<file path="src/rtl/lfust_pkg.sv">
// shared types and constants of the lfu slot table replacement core
// used by lfust_cell and lfu_slot_table_replacement_core; no dependencies
`default_nettype none

package lfust_pkg;

  localparam int SLOTS     = 16;
  localparam int IDX_W     = (SLOTS > 1) ? $clog2(SLOTS) : 1;
  localparam int LIM_W     = $clog2(SLOTS + 1);
  localparam int ID_W      = 16;
  localparam int CNT_W     = 16;
  localparam int TIME_W    = 32;
  localparam int CFG_W     = 5;
  localparam int SLOT_OUT_W = 4;

  localparam logic [CFG_W-1:0] SLOTS_IN_USE_RST = CFG_W'(16);
  localparam logic [CNT_W-1:0] CNT_MAX          = {CNT_W{1'b1}};
  localparam logic [CNT_W-1:0] CNT_NEW          = CNT_W'(1);

  // search word that travels down the row of cells
  typedef struct packed {
    logic              found;
    logic [IDX_W-1:0]  hit_slot;
    logic              have_free;
    logic [IDX_W-1:0]  free_slot;
    logic [CNT_W-1:0]  best_cnt;
    logic [TIME_W-1:0] best_age;
    logic [IDX_W-1:0]  best_slot;
    logic [ID_W-1:0]   best_id;
  } scan_t;

  // update broadcast to all cells at the end of a scan
  typedef struct packed {
    logic             en;
    logic             touch;   // hit: bump count; else new entry at count 1
    logic [IDX_W-1:0] slot;
    logic [ID_W-1:0]  id;
  } wr_t;

endpackage

`default_nettype wire

</file>
<file path="src/rtl/lfust_cell.sv">
// one table slot plus one stage of the search chain
// depends on lfust_pkg
`default_nettype none

module lfust_cell import lfust_pkg::*; (
  input  wire logic              clk_i,
  input  wire logic              rst_ni,
  input  wire logic [IDX_W-1:0]  cell_idx_i,
  input  wire logic              in_range_i,
  input  wire logic [ID_W-1:0]   key_i,
  input  wire logic [TIME_W-1:0] now_i,
  input  wire logic              scan_valid_i,
  input  wire scan_t             scan_i,
  output logic                   scan_valid_o,
  output scan_t                  scan_o,
  input  wire wr_t               wr_i
);

  logic              valid_q;
  logic [ID_W-1:0]   id_q;
  logic [CNT_W-1:0]  cnt_q;
  logic [TIME_W-1:0] time_q;
  logic              scan_valid_q;
  scan_t             scan_q, scan_d;
  logic [TIME_W-1:0] age;
  logic              better;
  logic              wr_hit;

  assign age = now_i - time_q;
  // first slot seeds the victim search
  assign better = (cell_idx_i == '0) || (cnt_q < scan_i.best_cnt) ||
                  ((cnt_q == scan_i.best_cnt) && (age > scan_i.best_age));

  always_comb begin
    scan_d = scan_i;
    if (in_range_i) begin
      if (valid_q && (id_q == key_i) && !scan_i.found) begin
        scan_d.found    = 1'b1;
        scan_d.hit_slot = cell_idx_i;
      end
      if (!valid_q && !scan_i.have_free) begin
        scan_d.have_free = 1'b1;
        scan_d.free_slot = cell_idx_i;
      end
      if (better) begin
        scan_d.best_cnt  = cnt_q;
        scan_d.best_age  = age;
        scan_d.best_slot = cell_idx_i;
        scan_d.best_id   = id_q;
      end
    end
  end

  assign wr_hit = wr_i.en && (wr_i.slot == cell_idx_i);

  always_ff @(posedge clk_i or negedge rst_ni) begin
    if (!rst_ni) begin
      valid_q      <= 1'b0;
      scan_valid_q <= 1'b0;
    end else begin
      scan_valid_q <= scan_valid_i;
      if (wr_hit) begin
        valid_q <= 1'b1;
      end
    end
  end

  always_ff @(posedge clk_i) begin
    scan_q <= scan_d;
    if (wr_hit) begin
      id_q   <= wr_i.id;
      time_q <= now_i;
      if (!wr_i.touch) begin
        cnt_q <= CNT_NEW;
      end else if (cnt_q != CNT_MAX) begin
        cnt_q <= cnt_q + CNT_W'(1);
      end
    end
  end

  assign scan_valid_o = scan_valid_q;
  assign scan_o       = scan_q;

endmodule

`default_nettype wire

</file>
<file path="src/rtl/lfu_slot_table_replacement_core.sv">
// top level of the lfu slot table replacement core
// depends on lfust_pkg and lfust_cell
`default_nettype none

// lfu slot table with oldest-touch tie break. an id word is taken when
// start_i is high and busy_o is low. the id is searched through a row of
// SLOTS cells, one cell per cycle: a search word enters the first cell the
// cycle after start and moves one cell along each clock, collecting the hit,
// the lowest free slot and the victim (smallest count, then largest age,
// then lowest index). when it leaves the last cell the chosen slot is
// written and the result word appears on the outputs for exactly one cycle
// with done_o high; there is no backpressure, the receiver must take it.
// an item passes the start register, the cells and the result registers
// before done; busy_o drops in the cycle done_o is high so the next start
// can be taken there. only one item is in the chain at a time. the user
// writes slots_in_use via cfg_we_i/cfg_wdata_i only while the core is
// idle, not enforced by the core; 0 acts as 1, values above SLOTS as SLOTS.
// slots above the limit keep their contents and are skipped by the search.

module lfu_slot_table_replacement_core import lfust_pkg::*; (
  input  wire logic              clk_i,
  input  wire logic              rst_ni,
  input  wire logic              start_i,
  output logic                   busy_o,
  input  wire logic [ID_W-1:0]   entry_id_i,
  input  wire logic              cfg_we_i,
  input  wire logic [CFG_W-1:0]  cfg_wdata_i,
  output logic                   done_o,
  output logic                   hit_o,
  output logic [SLOT_OUT_W-1:0]  slot_index_o,
  output logic                   evicted_valid_o,
  output logic [ID_W-1:0]        evicted_id_o
);

  // configuration and item state
  logic [CFG_W-1:0]  cfg_q;
  logic [TIME_W-1:0] now_q;
  logic [ID_W-1:0]   key_q;
  logic              busy_q;
  logic              inj_q;     // search word enters the first cell
  logic [LIM_W-1:0]  lim;
  logic [SLOTS-1:0]  in_range;

  // chain links: link k feeds cell k, link SLOTS leaves the last cell
  logic  [SLOTS:0] link_valid;
  scan_t           link [SLOTS+1];
  wr_t             wr;

  // result registers
  logic                  done_q;
  logic                  hit_q;
  logic [SLOT_OUT_W-1:0] slot_q;
  logic                  ev_valid_q;
  logic [ID_W-1:0]       ev_id_q;

  logic                  accept;
  logic                  finish;
  scan_t                 fin;
  logic [IDX_W-1:0]      sel_slot;
  logic [IDX_W+SLOT_OUT_W-1:0] sel_wide;

  assign accept = start_i && !busy_q;

  // effective limit clamped to 1..SLOTS
  always_comb begin
    if (cfg_q == '0) begin
      lim = LIM_W'(1);
    end else if (int'(cfg_q) > SLOTS) begin
      lim = LIM_W'(SLOTS);
    end else begin
      lim = LIM_W'(cfg_q);
    end
  end

  always_comb begin
    for (int i = 0; i < SLOTS; i++) begin
      in_range[i] = (LIM_W'(i) < lim);
    end
  end

  // fresh search word
  assign link[0]       = '0;
  assign link_valid[0] = inj_q;

  for (genvar g = 0; g < SLOTS; g++) begin : g_cell
    lfust_cell u_cell (
      .clk_i        (clk_i),
      .rst_ni       (rst_ni),
      .cell_idx_i   (IDX_W'(g)),
      .in_range_i   (in_range[g]),
      .key_i        (key_q),
      .now_i        (now_q),
      .scan_valid_i (link_valid[g]),
      .scan_i       (link[g]),
      .scan_valid_o (link_valid[g+1]),
      .scan_o       (link[g+1]),
      .wr_i         (wr)
    );
  end

  // decision once the search word leaves the chain
  assign finish = link_valid[SLOTS];
  assign fin    = link[SLOTS];

  always_comb begin
    if (fin.found) begin
      sel_slot = fin.hit_slot;
    end else if (fin.have_free) begin
      sel_slot = fin.free_slot;
    end else begin
      sel_slot = fin.best_slot;
    end
    wr.en    = finish;
    wr.touch = fin.found;
    wr.slot  = sel_slot;
    wr.id    = key_q;
  end

  // slot number carried on its low bits only
  assign sel_wide = {{SLOT_OUT_W{1'b0}}, sel_slot};

  always_ff @(posedge clk_i or negedge rst_ni) begin
    if (!rst_ni) begin
      cfg_q  <= SLOTS_IN_USE_RST;
      now_q  <= '0;
      busy_q <= 1'b0;
      inj_q  <= 1'b0;
      done_q <= 1'b0;
    end else begin
      if (cfg_we_i) begin
        cfg_q <= cfg_wdata_i;
      end
      inj_q  <= accept;
      done_q <= finish;
      if (accept) begin
        busy_q <= 1'b1;
      end else if (finish) begin
        busy_q <= 1'b0;
      end
      if (finish) begin
        now_q <= now_q + TIME_W'(1);
      end
    end
  end

  always_ff @(posedge clk_i) begin
    if (accept) begin
      key_q <= entry_id_i;
    end
    if (finish) begin
      hit_q      <= fin.found;
      slot_q     <= sel_wide[SLOT_OUT_W-1:0];
      ev_valid_q <= !fin.found && !fin.have_free;
      ev_id_q    <= (!fin.found && !fin.have_free) ? fin.best_id : '0;
    end
  end

  // busy drops in the cycle the result is shown
  assign busy_o          = busy_q && !done_q;
  assign done_o          = done_q;
  assign hit_o           = hit_q;
  assign slot_index_o    = slot_q;
  assign evicted_valid_o = ev_valid_q;
  assign evicted_id_o    = ev_id_q;

endmodule

`default_nettype wire

</file>
<file path="config.mk">
export PLATFORM = sky130hd
export DESIGN_NAME = lfu_slot_table_replacement_core
export DESIGN_NICKNAME = d
export VERILOG_FILES = /design/src/rtl/lfust_pkg.sv /design/src/rtl/lfust_cell.sv /design/src/rtl/lfu_slot_table_replacement_core.sv
export SDC_FILE = /design/constraint.sdc
export NUM_CORES = 2
export LEC_CHECK = 0
export BUFFER_PORTS_ARGS = -buffer_cell sky130_fd_sc_hd__buf_4
export CAP_MARGIN = 20
export CORE_MARGIN = 4
export CORE_UTILIZATION = 41
export DETAILED_ROUTE_END_ITERATION = 12
export GPL_ROUTABILITY_DRIVEN = 1
export PLACE_DENSITY = 0.57
export SKIP_LAST_GASP = 1
export SYNTH_ARGS = -nofsm -noshare
export SYNTH_HDL_FRONTEND = slang
export SYNTH_SLANG_ARGS = --single-unit
</file>
<file path="constraint.sdc">
create_clock -name clk_i -period 5.9 [get_ports clk_i]
set_input_delay 0.885 -clock clk_i [delete_from_list [all_inputs] [get_ports clk_i]]
set_output_delay 0.885 -clock clk_i [all_outputs]
set_load 0.03 [all_outputs]
</file>
==> run summary <==
The worst supply voltage drop on vdd came out at 370 uV. The utilization of the core after routing was 47.9%; the die outline width was 555 um. The logs give 0.911 for the weighted congestion at the end of routability-driven global placement and 38.8% for the sequential power share.

For the total count of hold-check failures in the final report, the log shows 0. The tool flagged a number of max-cap violations equal to 0. After detailed routing, the average wire length per cell comes to 20.2 um. Switching power summed over all nets: 14.4 mW.

Summed over all instances, the cell type with the most area after synthesis is sky130_fd_sc_hd__edfxtp_1. The most frequent cell on the critical path is sky130_fd_sc_hd__a21o_1. The run gives 2289 as the sink count of the clock tree.

The count of nets left with antenna violations once routing finished came out at 0. The clock-pin slew reported for the worst setup and hold paths after clock tree synthesis came out at 0.06 ns. The number of buffer and inverter instances along the worst setup path is 9. When the netlist entered floorplanning its net count stood at 12700. The run gives 249000 um as the half-perimeter wire length after detailed placement.

The period utilization was 98.9%. The flow ran to the end, and the final reports show no timing, DRC or antenna violations. The number of port buffers is 48, and the share of layout cells above drive strength 1 is 17.8%. The run gives 35.0 mW as the internal power component. In this design, the stage delay of the slowest critical-path cell is 0.39 ns. The layout overhead on the synthesized area is 16.2%, and the relative slew slack is 32.2%. For the setup skew after layout, the log shows 0.0617 ns. In this run, synthesis produced a sequential element count of 2289. The H-tree was split into 5 levels. In the final layout, the multi-input gates occupy 60300 um2. In this run the number of cells on the critical path is 30. For the maximum clock frequency, the log shows 0.171 GHz. The storage element area came out at 56800 um2.

The min-delay analysis places its worst path in the category input port to register. The run gives 34.0% as the clock share of power. The run gives 11400 as the post-synthesis cell count.

In this run the worst path has a maximum fanout of 8. The unique cell type count in the Yosys netlist came out at 102. The final net count is 13300.

Setup repair after global routing could not meet its margin everywhere. Data arrives at the worst endpoint at 6.53 ns. Launching element type of the critical path: a register. Yosys attributes the largest share of cell area to sky130_fd_sc_hd__edfxtp_1, sky130_fd_sc_hd__dfxtp_1, sky130_fd_sc_hd__ha_1, sky130_fd_sc_hd__mux2_2, sky130_fd_sc_hd__xnor2_1.

The summed instance area of the synthesized netlist was 122000 um2. The cell type of the slowest stage on the worst timing path was sky130_fd_sc_hd__dfrtp_1. The tools report the setup TNS as 0 ns. The die covers 308000 um2. The height of the chip came out at 555 um.

The total area inside the core boundary comes to 297000 um2. 49 I/O pins were placed. The run gives 495000 um as the global-route wire length before repair.

For this block, the initial DRC count from the detailed router was 4626. The slew at the pin with the worst max-slew slack is 1.01 ns, and the number of synthesis warnings is 0. Setup violations remaining at the end of the flow were counted as 0. The largest net degree at the start of global routing was 110; the number of design rule violations left after detail routing was 0. The total via count after detailed routing is 84200.

For this design the ratio of total power to cell area is 346 nW/um2. The number of global-route vias before repair was 86700; the worst hold-check slack was 0.210 ns. The number of enable-type register cells in the synthesized netlist is 1062, and the total length of routed wires is 328000 um. The number of clock buffers added by TritonCTS is 268. The post-place instance area is 132000 um2, and the number of vias per cell is 5.21.

Grouping stages by cell kind, the critical path spends the most delay in compound AO/OA/AOI/OAI gates. The cell at the root of the clock tree is sky130_fd_sc_hd__clkbuf_16. Capture instance of the worst register-to-register path: g_cell[14].u_cell.scan_o[30]$_DFF_P_. For the final cell area excluding filler cells, the log shows 142000 um2. The overall global routing resource usage came out at 20.4%. The logs give 200 for the row count and 0.06 ns for the setup slack of the worst register-to-register path. The capturing instance or port of the critical path is g_cell[14].u_cell.scan_o[30]$_DFF_P_. TritonCTS built the clock tree. The tools report the combinational share of power as 27.2%.

The first detailed-routing pass took 6 iterations. The startpoint identified for the worst register-to-register timing path is now_q[0]$_DFFE_PN0P_. In this run the static leakage power is 65.5 nW. The switching part of the total power is 29.1%. The total of fill cells in the finished design was 26800. Most frequently used flop master after synthesis: sky130_fd_sc_hd__dfxtp_1.

The effective utilization at floorplan was 41.2%. Category of the worst setup path capture point: a register. For the remaining global-route overflow, the log shows 0. The critical path in this run is classified as register to register.

Worst reg2reg path depth: 30. The sequential cell area fraction in the yosys report is 46.4%. For the buffer levels on the longest clock path, the log shows 4.

Tracing the worst setup path back leads to its startpoint at now_q[0]$_DFFE_PN0P_. For this run, asynchronously set or reset flops after synthesis account for 3.15%. The later-pin clock latency in the skew report is 0.85 ns. Synthesized area divided by synthesized cell count: 10.8 um2. The share of the synthesized area in the top cell type is 26.0%.

After layout, the design draws a total of 49.3 mW. The logs give 4 for the number of antenna violations at the first check in global routing and 6.59 ns for the worst path required time. The number of pins exceeding their max-slew limit in the final report was 0; the time the final worst path needs with I/O delays and setup was 5.84 ns.
[synth_stat cells, types with 238 or more instances]
library cell,n
sky130_fd_sc_hd__a21o_1,470
sky130_fd_sc_hd__a21oi_1,582
sky130_fd_sc_hd__and2_1,265
sky130_fd_sc_hd__dfxtp_1,1155
sky130_fd_sc_hd__edfxtp_1,1062
sky130_fd_sc_hd__ha_1,1233
sky130_fd_sc_hd__inv_1,1389
sky130_fd_sc_hd__mux2_2,836
sky130_fd_sc_hd__nand2_1,363
sky130_fd_sc_hd__nand3_1,251
sky130_fd_sc_hd__nand4_1,286
sky130_fd_sc_hd__nor2_1,399
sky130_fd_sc_hd__o21ai_0,369
sky130_fd_sc_hd__xnor2_1,697
sky130_fd_sc_hd__xor2_1,238
[layout by cell type (no fill, tap or decap), types with 34 or more instances in the layout]
master,instances
sky130_fd_sc_hd__xnor2_1,695
sky130_fd_sc_hd__nor3_1,117
sky130_fd_sc_hd__clkinv_2,39
sky130_fd_sc_hd__a21o_1,470
sky130_fd_sc_hd__o21ai_0,346
sky130_fd_sc_hd__edfxtp_1,1062
sky130_fd_sc_hd__nor4_1,44
sky130_fd_sc_hd__o211ai_1,40
sky130_fd_sc_hd__nor2b_1,173
sky130_fd_sc_hd__mux2_2,817
sky130_fd_sc_hd__nor2_1,385
sky130_fd_sc_hd__buf_4,536
sky130_fd_sc_hd__nand3_1,251
sky130_fd_sc_hd__buf_12,64
sky130_fd_sc_hd__a31oi_1,49
sky130_fd_sc_hd__clkbuf_16,304
sky130_fd_sc_hd__clkbuf_1,63
sky130_fd_sc_hd__dfrtp_1,61
sky130_fd_sc_hd__or3_1,44
sky130_fd_sc_hd__and2_1,265
sky130_fd_sc_hd__o21bai_1,84
sky130_fd_sc_hd__a21oi_1,558
sky130_fd_sc_hd__and3_1,108
sky130_fd_sc_hd__o21a_1,96
sky130_fd_sc_hd__a21boi_0,34
sky130_fd_sc_hd__a211oi_1,49
sky130_fd_sc_hd__nand2_1,361
sky130_fd_sc_hd__nand2b_1,124
sky130_fd_sc_hd__inv_1,1381
sky130_fd_sc_hd__nand4_1,286
sky130_fd_sc_hd__ha_1,1226
sky130_fd_sc_hd__or2_2,91
sky130_fd_sc_hd__dfxtp_1,1154
sky130_fd_sc_hd__xor2_1,236
[timing repair]
action | 4_1_cts | 5_1_grt
pin swaps | 13 | 70
gates resized for setup | 48 | 154
endpoints found under the setup margin | 571 | 918
buffers inserted | 8 | 43
hold endpoints to repair | 24 | 0
hold buffers | 1 | 0
cloned | 4 | 22
[kinds of logic (layout without fill, tap and decap cells)]
| logic type | Yosys count | in the layout | synth area share (%) |
|---|---|---|---|
| simple gates | 2327 | 2327 | 10.0 |
| flops | 2289 | 2289 | 46.4 |
| compound gates | 2053 | 2053 | 10.9 |
| buf+inv | 1661 | 2517 | 5.15 |
| fa+ha+maj | 1249 | 1249 | 12.9 |
| xor+xnor | 935 | 935 | 6.69 |
| mux | 870 | 870 | 7.97 |
| other cells | 0 | 2 | 0 |
[how the worst min path moves through the flow]
stage | startpoint | endpoint | depth (start not counted)
2_1_floorplan | inj_q$_DFF_PN0_ | g_cell[0].u_cell.scan_valid_o$_DFF_PN0_ | 0
3_3_place_gp | g_cell[9].u_cell.scan_valid_o$_DFF_PN0_ | g_cell[10].u_cell.scan_valid_o$_DFF_PN0_ | 0
3_5_place_dp | g_cell[8].u_cell.scan_valid_o$_DFF_PN0_ | g_cell[9].u_cell.scan_valid_o$_DFF_PN0_ | 0
4_1_cts | entry_id_i[2] | key_q[2]$_DFFE_PP_ | 1
5_1_grt | entry_id_i[1] | key_q[1]$_DFFE_PP_ | 1
6_report | entry_id_i[1] | key_q[1]$_DFFE_PP_ | 1
[per-stage QoR]
stage,setup WS [ns],instances
global route,-0.102,16200
finish,0.0631,16200
floorplan,0.167,11400
detailed placement,-0.767,15600
global placement,-0.738,15600
CTS,-0.000101,16100
[sequential cells by signal, indices dropped and copies added, names as in the netlist, 5 cells and up]
register / flops
g_cell.u_cell.scan_o: 1155
g_cell.u_cell.time_q: 512
g_cell.u_cell.cnt_q: 256
g_cell.u_cell.id_q: 256
now_q: 32
evicted_id_o: 16
g_cell.u_cell.scan_valid_o: 16
g_cell.u_cell.valid_q: 16
key_q: 16
cfg_q: 5
[layout make-up]
cell class,count,share of cell area (%)
timing repair buffer,643,4.33
antenna,2,0.00352
sequential,2289,39.9
clock inverter,105,0.771
inverter,1390,3.67
tap,3939,3.46
clock buffer,379,5.47
multi-input combinational,7434,42.4
[routing by layer]
layer / part of all wire [%] / GRT usage (%) / vias up
li1: - / - / 41500
met1: 44 / 25.9 / 40700
met2: 48 / 35.2 / 1474
met3: 3.1 / 1.90 / 600
met4: 5.4 / 9.32 / 0
met5: 0 / 0 / -
[power groups by stage]
stage	clock (mW)	sequential [mW]	combinational, mW
global placement	0	19.5	11.0
floorplan	0	19.0	7.46
finish	16.8	19.1	13.4
CTS	17.2	19.1	12.0
global route	17.8	19.3	14.4
detailed placement	0	19.4	11.2
Power figures use the tool's default switching activity.
